[src/rtl/core/utf8v_pkg.sv]
// ----------------------------------------------------------------------------
// utf8v_pkg
// Shared types and constants for the UTF-8 string validator.
// ----------------------------------------------------------------------------
package utf8v_pkg;

  localparam int unsigned CodeW = 21;

  localparam logic [CodeW-1:0] MaxCodePoint  = 21'h10FFFF;
  localparam logic [CodeW-1:0] SurrogateLo   = 21'h00D800;
  localparam logic [CodeW-1:0] SurrogateHi   = 21'h00DFFF;
  localparam logic [CodeW-1:0] MinTwoByte    = 21'h000080;
  localparam logic [CodeW-1:0] MinThreeByte  = 21'h000800;
  localparam logic [CodeW-1:0] MinFourByte   = 21'h010000;

  localparam logic [7:0] AsciiLimit = 8'h80;
  localparam logic [7:0] LeadMask2  = 8'hE0;
  localparam logic [7:0] LeadTag2   = 8'hC0;
  localparam logic [7:0] LeadMask3  = 8'hF0;
  localparam logic [7:0] LeadTag3   = 8'hE0;
  localparam logic [7:0] LeadMask4  = 8'hF8;
  localparam logic [7:0] LeadTag4   = 8'hF0;
  localparam logic [7:0] TrailMask  = 8'hC0;
  localparam logic [7:0] TrailTag   = 8'h80;
  localparam logic [7:0] TrailBits  = 8'h3F;
  localparam logic [7:0] Lead2Bits  = 8'h1F;
  localparam logic [7:0] Lead3Bits  = 8'h0F;
  localparam logic [7:0] Lead4Bits  = 8'h07;

  // Sequence length codes (number of continuation bytes).
  localparam logic [1:0] SeqNone  = 2'd0;
  localparam logic [1:0] SeqTwo   = 2'd1;
  localparam logic [1:0] SeqThree = 2'd2;
  localparam logic [1:0] SeqFour  = 2'd3;

  typedef struct packed {
    logic [1:0]       trail_left;
    logic [1:0]       seq_length;
    logic [CodeW-1:0] code_accum;
    logic             error_seen;
  } dec_state_t;

  localparam dec_state_t StateClear = '{
    trail_left: 2'd0, seq_length: SeqNone, code_accum: '0, error_seen: 1'b0
  };

endpackage

[src/rtl/core/utf8v_step.sv]
// ----------------------------------------------------------------------------
// utf8v_step
// Next-state logic of the decoder for one byte of a string.
// ----------------------------------------------------------------------------
module utf8v_step (
  input  utf8v_pkg::dec_state_t cur_i,
  input  logic [7:0]            byte_i,
  output utf8v_pkg::dec_state_t nxt_o
);

  logic [1:0]                  trail_dec;
  logic [utf8v_pkg::CodeW-1:0] code_shift;

  assign trail_dec  = cur_i.trail_left - 2'd1;
  assign code_shift = {cur_i.code_accum[utf8v_pkg::CodeW-7:0],
                       byte_i[5:0] & utf8v_pkg::TrailBits[5:0]};

  always_comb begin
    nxt_o = cur_i;
    if (!cur_i.error_seen) begin
      if (cur_i.trail_left == 2'd0) begin
        // Lead byte.
        if (byte_i < utf8v_pkg::AsciiLimit) begin
          if (byte_i == 8'h00) begin
            nxt_o.error_seen = 1'b1;
          end
        end else if ((byte_i & utf8v_pkg::LeadMask2) == utf8v_pkg::LeadTag2) begin
          nxt_o.code_accum = {16'd0, byte_i[4:0] & utf8v_pkg::Lead2Bits[4:0]};
          if (byte_i[4:1] == 4'd0) begin
            nxt_o.error_seen = 1'b1;
          end
          nxt_o.trail_left = 2'd1;
          nxt_o.seq_length = utf8v_pkg::SeqTwo;
        end else if ((byte_i & utf8v_pkg::LeadMask3) == utf8v_pkg::LeadTag3) begin
          nxt_o.code_accum = {17'd0, byte_i[3:0] & utf8v_pkg::Lead3Bits[3:0]};
          nxt_o.trail_left = 2'd2;
          nxt_o.seq_length = utf8v_pkg::SeqThree;
        end else if ((byte_i & utf8v_pkg::LeadMask4) == utf8v_pkg::LeadTag4) begin
          nxt_o.code_accum = {18'd0, byte_i[2:0] & utf8v_pkg::Lead4Bits[2:0]};
          nxt_o.trail_left = 2'd3;
          nxt_o.seq_length = utf8v_pkg::SeqFour;
        end else begin
          nxt_o.error_seen = 1'b1;
        end
      end else if ((byte_i & utf8v_pkg::TrailMask) != utf8v_pkg::TrailTag) begin
        nxt_o.error_seen = 1'b1;
      end else begin
        nxt_o.code_accum = code_shift;
        nxt_o.trail_left = trail_dec;
        if (trail_dec == 2'd0) begin
          // Sequence complete: range, surrogate and overlong checks.
          if (code_shift > utf8v_pkg::MaxCodePoint) begin
            nxt_o.error_seen = 1'b1;
          end
          if (code_shift inside {[utf8v_pkg::SurrogateLo:utf8v_pkg::SurrogateHi]}) begin
            nxt_o.error_seen = 1'b1;
          end
          case (cur_i.seq_length)
            utf8v_pkg::SeqTwo: begin
              if (code_shift < utf8v_pkg::MinTwoByte) nxt_o.error_seen = 1'b1;
            end
            utf8v_pkg::SeqThree: begin
              if (code_shift < utf8v_pkg::MinThreeByte) nxt_o.error_seen = 1'b1;
            end
            utf8v_pkg::SeqFour: begin
              if (code_shift < utf8v_pkg::MinFourByte) nxt_o.error_seen = 1'b1;
            end
            default: begin
            end
          endcase
          nxt_o.code_accum = '0;
          nxt_o.seq_length = utf8v_pkg::SeqNone;
        end
      end
    end
  end

endmodule

[src/rtl/core/utf8_string_validator_unit.sv]
// ----------------------------------------------------------------------------
// utf8_string_validator_unit
// Checks a byte stream, one string at a time, for well-formed UTF-8 without NUL.
// ----------------------------------------------------------------------------
// A verdict is registered: its item waits in the input register, and the
// verdict enters the output register when the decoder takes that item.
// Throughput: one byte per cycle, set by the single input register feeding the
// decoder state update, unless an item that ends a string meets a full output
// register not being read; middle bytes flow on while a verdict waits. Reset
// (rst_ni low, asynchronous) empties both registers and clears the decoder state.
module utf8_string_validator_unit (
  input  logic       clk_i,
  input  logic       rst_ni,
  input  logic       in_valid_i,
  output logic       in_ready_o,
  input  logic [7:0] byte_value_i,
  input  logic       last_byte_i,
  input  logic       empty_string_i,
  output logic       out_valid_o,
  input  logic       out_ready_i,
  output logic       valid_res_o
);

  // Input register: one item waiting for the decoder.
  logic       in_valid_q;
  logic [7:0] byte_q;
  logic       last_q;
  logic       empty_q;

  // Decoder state, carried between the bytes of a string.
  utf8v_pkg::dec_state_t state_q, state_d, step_nxt;

  // Output register holding one verdict.
  logic out_valid_q;
  logic res_q, res_d;

  logic ends_string;
  logic out_free;
  logic dec_fire;

  utf8v_step u_step (
    .cur_i  (state_q),
    .byte_i (byte_q),
    .nxt_o  (step_nxt)
  );

  // An item that ends a string needs room in the output register; a middle
  // byte only updates the state and can always proceed.
  assign ends_string = last_q | empty_q;
  assign out_free    = !out_valid_q || out_ready_i;
  assign dec_fire    = in_valid_q && (!ends_string || out_free);
  assign in_ready_o  = !in_valid_q || dec_fire;

  always_comb begin
    state_d = state_q;
    res_d   = res_q;
    if (dec_fire) begin
      if (empty_q) begin
        // An empty-string marker also abandons any string in progress.
        state_d = utf8v_pkg::StateClear;
        res_d   = 1'b1;
      end else if (last_q) begin
        // Truncated sequences are rejected here as well.
        res_d   = !step_nxt.error_seen && (step_nxt.trail_left == 2'd0);
        state_d = utf8v_pkg::StateClear;
      end else begin
        state_d = step_nxt;
      end
    end
  end

  always_ff @(posedge clk_i or negedge rst_ni) begin
    if (!rst_ni) begin
      in_valid_q  <= 1'b0;
      out_valid_q <= 1'b0;
      state_q     <= utf8v_pkg::StateClear;
    end else begin
      if (in_ready_o) begin
        in_valid_q <= in_valid_i;
      end
      if (dec_fire && ends_string) begin
        out_valid_q <= 1'b1;
      end else if (out_ready_i) begin
        out_valid_q <= 1'b0;
      end
      state_q <= state_d;
    end
  end

  // Payload registers need no reset.
  always_ff @(posedge clk_i) begin
    if (in_ready_o && in_valid_i) begin
      byte_q  <= byte_value_i;
      last_q  <= last_byte_i;
      empty_q <= empty_string_i;
    end
    res_q <= res_d;
  end

  assign out_valid_o = out_valid_q;
  assign valid_res_o = res_q;

endmodule

[config.mk]
export PLATFORM = sky130hd
export DESIGN_NAME = utf8_string_validator_unit
export DESIGN_NICKNAME = d
export VERILOG_FILES = /design/src/rtl/core/utf8v_pkg.sv /design/src/rtl/core/utf8v_step.sv /design/src/rtl/core/utf8_string_validator_unit.sv
export SDC_FILE = /design/constraint.sdc
export NUM_CORES = 1
export LEC_CHECK = 0
export BUFFER_PORTS_ARGS = -buffer_cell sky130_fd_sc_hd__buf_2
export CORE_MARGIN = 5
export CORE_UTILIZATION = 55
export CTS_CLUSTER_DIAMETER = 40
export DETAILED_ROUTE_END_ITERATION = 10
export PLACE_DENSITY = 0.81
export REMOVE_ABC_BUFFERS = 1
export SETUP_SLACK_MARGIN = 0.1
export SYNTH_ARGS = -nofsm -noshare
export SYNTH_HDL_FRONTEND = slang
export SYNTH_SLANG_ARGS = --single-unit
[constraint.sdc]
create_clock -name clk_i -period 2.4 [get_ports clk_i]
set_input_delay 0.24 -clock clk_i [delete_from_list [all_inputs] [get_ports clk_i]]
set_output_delay 0.24 -clock clk_i [all_outputs]
set_load 0.01 [all_outputs]
==> results of run 1 <==
==> layout by cell type, fill, tap and decap left out, types with 3 or more instances in the layout <==
master	n
nor3b_1	3
o31ai_1	3
nor2_1	3
clkbuf_4	5
buf_4	3
nand2b_1	4
clkbuf_1	3
mux2i_1	14
edfxtp_1	11
buf_2	16
dfrtp_1	22
a21oi_1	4
nor3_1	3
nand2_1	24
inv_1	15
==> timing repair <==
item | in CTS | in global routing
buffers inserted | 0 | 0
hold endpoints to repair | 22 | 0
hold buffers | 1 | 0
==> power breakdown <==
part           internal, uW  total, uW  switching, uW
combinational          85.5        193            108
clock                   116        284            168
sequential              613        642           28.8
==> metrics by stage <==
stage	power (uW)	hold slack, ns	area (um^2)
detailed placement	843.7	0.2385	1784
global placement	831.9	0.2234	1784
global route	1182	0.06078	1843
CTS	1129	0.06672	1843
finish	1120	0.07516	1843
floorplan	775.6	-0.05559	1640
==> flip-flops by register name, indices dropped and copies added (netlist names) <==
| signal | flops |
|---|---|
| state_q | 20 |
| byte_q | 8 |
| empty_q | 1 |
| in_valid_q | 1 |
| last_q | 1 |
| out_valid_o | 1 |
| valid_res_o | 1 |
==> how the worst min path moves through the flow <==
stage | from | to | slack, ns | depth (start not counted)
2_1_floorplan | rst_ni | in_valid_q | -0.06 | 0
3_3_place_gp | rst_ni | state_q[0] | 0.22 | 1
3_5_place_dp | rst_ni | state_q[13] | 0.24 | 1
4_1_cts | byte_value_i[6] | byte_q[6] | 0.07 | 1
5_1_grt | byte_value_i[6] | byte_q[6] | 0.06 | 1
6_report | byte_value_i[4] | byte_q[4] | 0.08 | 1
==> metal layers <==
layer  share of wire, %  wire length [um]  vias up  track usage, %
li1                   -                 -      594               -
met5                  0                 0        -               0
met4                4.3               146        0           10.88
met3                5.6               190       17           5.983
met2                 50              1675       42           30.14
met1                 40              1367      586           21.28
==> cells by family (layout without fill, tap and decap cells) <==
kind of cell               after synthesis  in the layout  synth area share, %
buffers and inverters                   22             45                5.689
muxes                                   15             15                9.057
adders and majority gates                2              2                1.497
and+or+nand+nor                         55             55                17.59
DFF                                     33             33                52.69
AOI/OAI and AO/OA                       28             28                13.47
==> cell type report <==
type                            count  area, um^2  area share, %
Sequential cell                    33       880.8          47.79
Multi-Input combinational cell    100       695.7          37.75
Timing Repair Buffer               20       112.6          6.110
Inverter                           17       63.81          3.462
Clock buffer                        8       48.80          2.648
Tap cell                           33       41.29          2.240
==> impl_metrics.toml, run 1 <==
[layout]
fill_cells = 248
postLayoutCoreUtil_pct = 61.89
final_nets = 193
drive_gt1_share_pct = 17.42
area_growth_pct = 10.25
instances_no_fill = 211
diodes = 0

[global_route]
grtUsageTotal_pct = 18.50
grt_overflow = 0
grt_pass1_vias = 1310
grt_max_degree = 23
grt_pass1_wl_um = 5858
antenna_found_initial = 0

[yosys]
synth_area_per_cell_um2 = 10.78
synth_top_area_cell = "dfrtp_1"
syn_area_um2 = 1672
ys_top_cells_by_count = "24 x nand2_1, 22 x dfrtp_1, 15 x inv_1"
postSynthCellCount = 155
ys_types = 49
yosysMostFrequentCell = "nand2_1"
synth_seq_cells = 33
synth_edf_count = 11
synthFlopType = "dfrtp_1"
synth.area.top_cells = "dfrtp_1 33%, edfxtp_1 20%, mux2i_1 8.4%"
synth_warnings = 0
ys_seq_area_share_pct = 52.69
synthArstFlopShare_pct = 66.67
yosysTopAreaCellShare_pct = 32.93

[critical_path]
timing.rr.end = "valid_res_o"
cp-endpoint = "valid_res_o"
endpoint_kind = "flop"
cp_top_family = "simple AND/OR/NAND/NOR gates"
critical_path_class = "reg2reg"
arrival_ns = 2.32
reg2reg_depth = 8
crit_buf_inv = 2
rrSetupSlack_ns = 0.27
cp_slowest_cell = "nor4b_1"
start_kind = "flop"
cpPeakStageDelay_ns = 0.56
cp.depth = 8
crit_fanout = 12
r2r_start = "state_q[24]"
startpoint = "state_q[24]"
crit_chain = "inv_1, ha_1, buf_4, nor4b_1, o2bb2ai_1, a21oi_1, nand2_1, o21bai_1"
required_ns = 2.59

[clock_network]
cts_tree = "done"
root_buffer = "clkbuf_4"
clockBufferDepth = 2
clkLatencyLatePin_ns = 0.33
cts.clk_slew.worst_paths_ns = 0.09
h-tree-depth = 2
ctsResizeCount = 0
cts_buffers = 5
cts.sinks = 33

[power_and_ir_drop]
ir_drop_mv = 0.4391
leakage_uw = 0.0007705
power_per_cell_area_nw_per_um2 = 607.6

[placement]
hpwl_um = 2494
place_ws_ns = 0.3475
place_inst = 202
place_congestion = 0.8555
port_buffers = 16

[sta]
min_period_ns = 2.131
finClkSkew_ns = 0.004382
tightest_slew_ns = 0.5981
setup_ws_ns = 0.2687
relSlewSlack_pct = 59.57
fmax_mhz = 469.2
setup_viol = 0
slew_violations = 0
hold_viol_final = 0
timing.final.crit_share_pct = 88.80
rsz0062_at_grt = "no"
tns_ns = 0

[routing]
ant_nets = 0
first_iter_violations = 77
dr.pass1.iters = 4
wl_per_cell_um = 16.02
vias = 1239
routed_via_density = 5.872
route.detailed.drc = 0
wl_um = 3380

[die]
io_pins = 17
dieWidth_um = 65.13
start_util_pct = 56.13
die-height_um = 65.13
row_count = 20
core_area_um2 = 2978
dieArea_um2 = 4242

[outcome]
status = "finished clean"

[flow_run]
maxCapViolCount = 0

[hold_path]
min_path_type = "in2reg"
No activity file was read; power rests on OpenSTA's default activity.
==> inputs of run 2 (changes only) <==
Settings changed: CORE_UTILIZATION 55 to 45, PLACE_DENSITY 0.81 to 0.66.
==> run 2 against run 1 <==
Net effect: via count decreased by 1.9%; sequential share of layout area decreased by 1.8 points; sequential cell count unchanged; worst setup slack improved by 0.067 ns; cell count increased by 7.1%; non-clock buffer count unchanged; routed wire length increased by 5.8%; maximum frequency increased by 3.2%; hold slack improved by 0.055 ns; critical endpoint unchanged.
==> impl_metrics.toml, run 2 (same netlist as run 1, synthesis figures left out) <==
[outcome]
status = "finished clean"

[clock_network]
h-tree-depth = 2
cts.sinks = 33
cts_tree = "done"
cts.clk_slew.worst_paths_ns = 0.06
clkLatencyLatePin_ns = 0.28
root_buffer = "clkbuf_8"
clockBufferDepth = 2
postCtsSetupBuffers = 0
cts_buffers = 5

[placement]
place_inst = 217
hpwl_um = 2742
place_ws_ns = 0.3406
port_buffers = 16
place_congestion = 0.8973

[sta]
tns_ns = 0
timing.final.crit_share_pct = 86.03
slew_violations = 0
fmax_mhz = 484.4
setup_viol = 0
finClkSkew_ns = 0.003516
setup_ws_ns = 0.3354
hold_viol_final = 0
fin_hold_ws_ns = 0.1301
min_period_ns = 2.065
relSlewSlack_pct = 66.88
rsz0062_at_grt = "no"
tightest_slew_ns = 0.4968

[critical_path]
crit_buf_inv = 1
startpoint = "state_q[24]"
start_kind = "flop"
required_ns = 2.42
crit_chain = "inv_1, ha_1, or4b_4, a2111oi_4, nor4_1, o41ai_1, o21bai_1"
critical_path_class = "reg2reg"
crit_fanout = 4
cp_slowest_cell = "or4b_4"
cpPeakStageDelay_ns = 0.48
arrival_ns = 2.08
endpoint_kind = "flop"
r2r_start = "state_q[24]"
cp_top_family = "compound AO/OA/AOI/OAI gates"

[routing]
vias = 1215
routed_via_density = 5.376
ant_nets = 0
dr.pass1.iters = 4
wl_per_cell_um = 15.83
route.detailed.drc = 0
wl_um = 3577
first_iter_violations = 72

[hold_path]
min-delay-start = "byte_value_i[5]"
min_path_type = "in2reg"

[global_route]
grt_max_degree = 23
grt_overflow = 0
grt_pass1_wl_um = 6078
gr-max-usage-layer = "met2"
grt.met2_usage_pct = 24.72
grtUsageTotal_pct = 15.63
grt_use_met1_pct = 19.86
grt_pass1_vias = 1267
antenna_found_initial = 0
grt_use_met3_pct = 4.830

[die]
start_util_pct = 46.01
dieWidth_um = 70.95
io_pins = 17
core_area_um2 = 3633
dieArea_um2 = 5034
die-height_um = 70.95
row_count = 22

[layout]
drive_gt1_share_pct = 18.54
final_cell_mix = "24 x nand2_1, 22 x dfrtp_1, 16 x buf_2"
largest_reg_flops = 20
reg.largest.list = "state_q x20, byte_q x8"
top_register = "state_q"
diodes = 0
area_growth_pct = 14.45
fill_cells = 345
instances_no_fill = 226
final_nets = 193
final_common_cell = "nand2_1"

[power_and_ir_drop]
leakage_uw = 0.0007925
p_total_uw = 1229
power_per_cell_area_nw_per_um2 = 642.4
ir_drop_mv = 0.4229

[flow_run]
maxCapViolCount = 0
## run 2: cell count changes in the layout (fill, tap and decap cells not counted), sizes merged
cell	delta
clkbuf	-3
clkinv	+3
## run 2: path summary, 6_finish.rpt
kind | endpoint | slack [ns] | cells after the start
hold reg to reg | state_q[13] | 0.52 | 2
setup / recovery | valid_res_o | 0.34 | 7
setup reg to reg | valid_res_o | 0.34 | 7
max in group asynchronous | state_q[4] | 1.61 | 2
min in group asynchronous | state_q[15] | 0.45 | 2
hold / removal | byte_q[5] | 0.13 | 1
## run 2: worst register-to-register path: stages, from the launching register on
cell	delay [ns]
dfrtp_1	0.38
inv_1	0.12
ha_1	0.18
or4b_4	0.48
a2111oi_4	0.33
nor4_1	0.08
o41ai_1	0.09
o21bai_1	0.15
## run 2: area by class of cell
cell class	count	area [um^2]	area share [%]
clock inverter	3	12.51	0.6540
sequential	33	880.8	46.04
timing repair buffer	20	125.1	6.540
tap	48	60.06	3.139
multi-input combinational	100	701.9	36.69
inverter	17	63.81	3.336
clock buffer	5	68.82	3.597
## run 2: stage by stage
step / utilization, % / instance area (um^2)
2_1_floorplan: - / 1640
3_3_place_gp: 49.97 / 1815
3_5_place_dp: 49.97 / 1815
4_1_cts: 52.48 / 1907
5_1_grt: 52.65 / 1913
6_report: 52.65 / 1913
## run 2: power by group
group          total, uW  switching [uW]  internal [uW]
Sequential           645            30.5            614
Clock                384             189            195
Combinational        200             110           90.5
Total               1230             330            899
## run 2: metal layers
metal,up-vias,wire length [um]
met4,0,89
met3,9,149
li1,596,-
met5,-,0
met1,584,1577
met2,26,1761
## run 2: what timing repair did
action,in CTS,in global routing
hold buffers,1,0
setup endpoints to repair,0,1
gates resized for setup,0,1
endpoints found under the hold margin,22,0
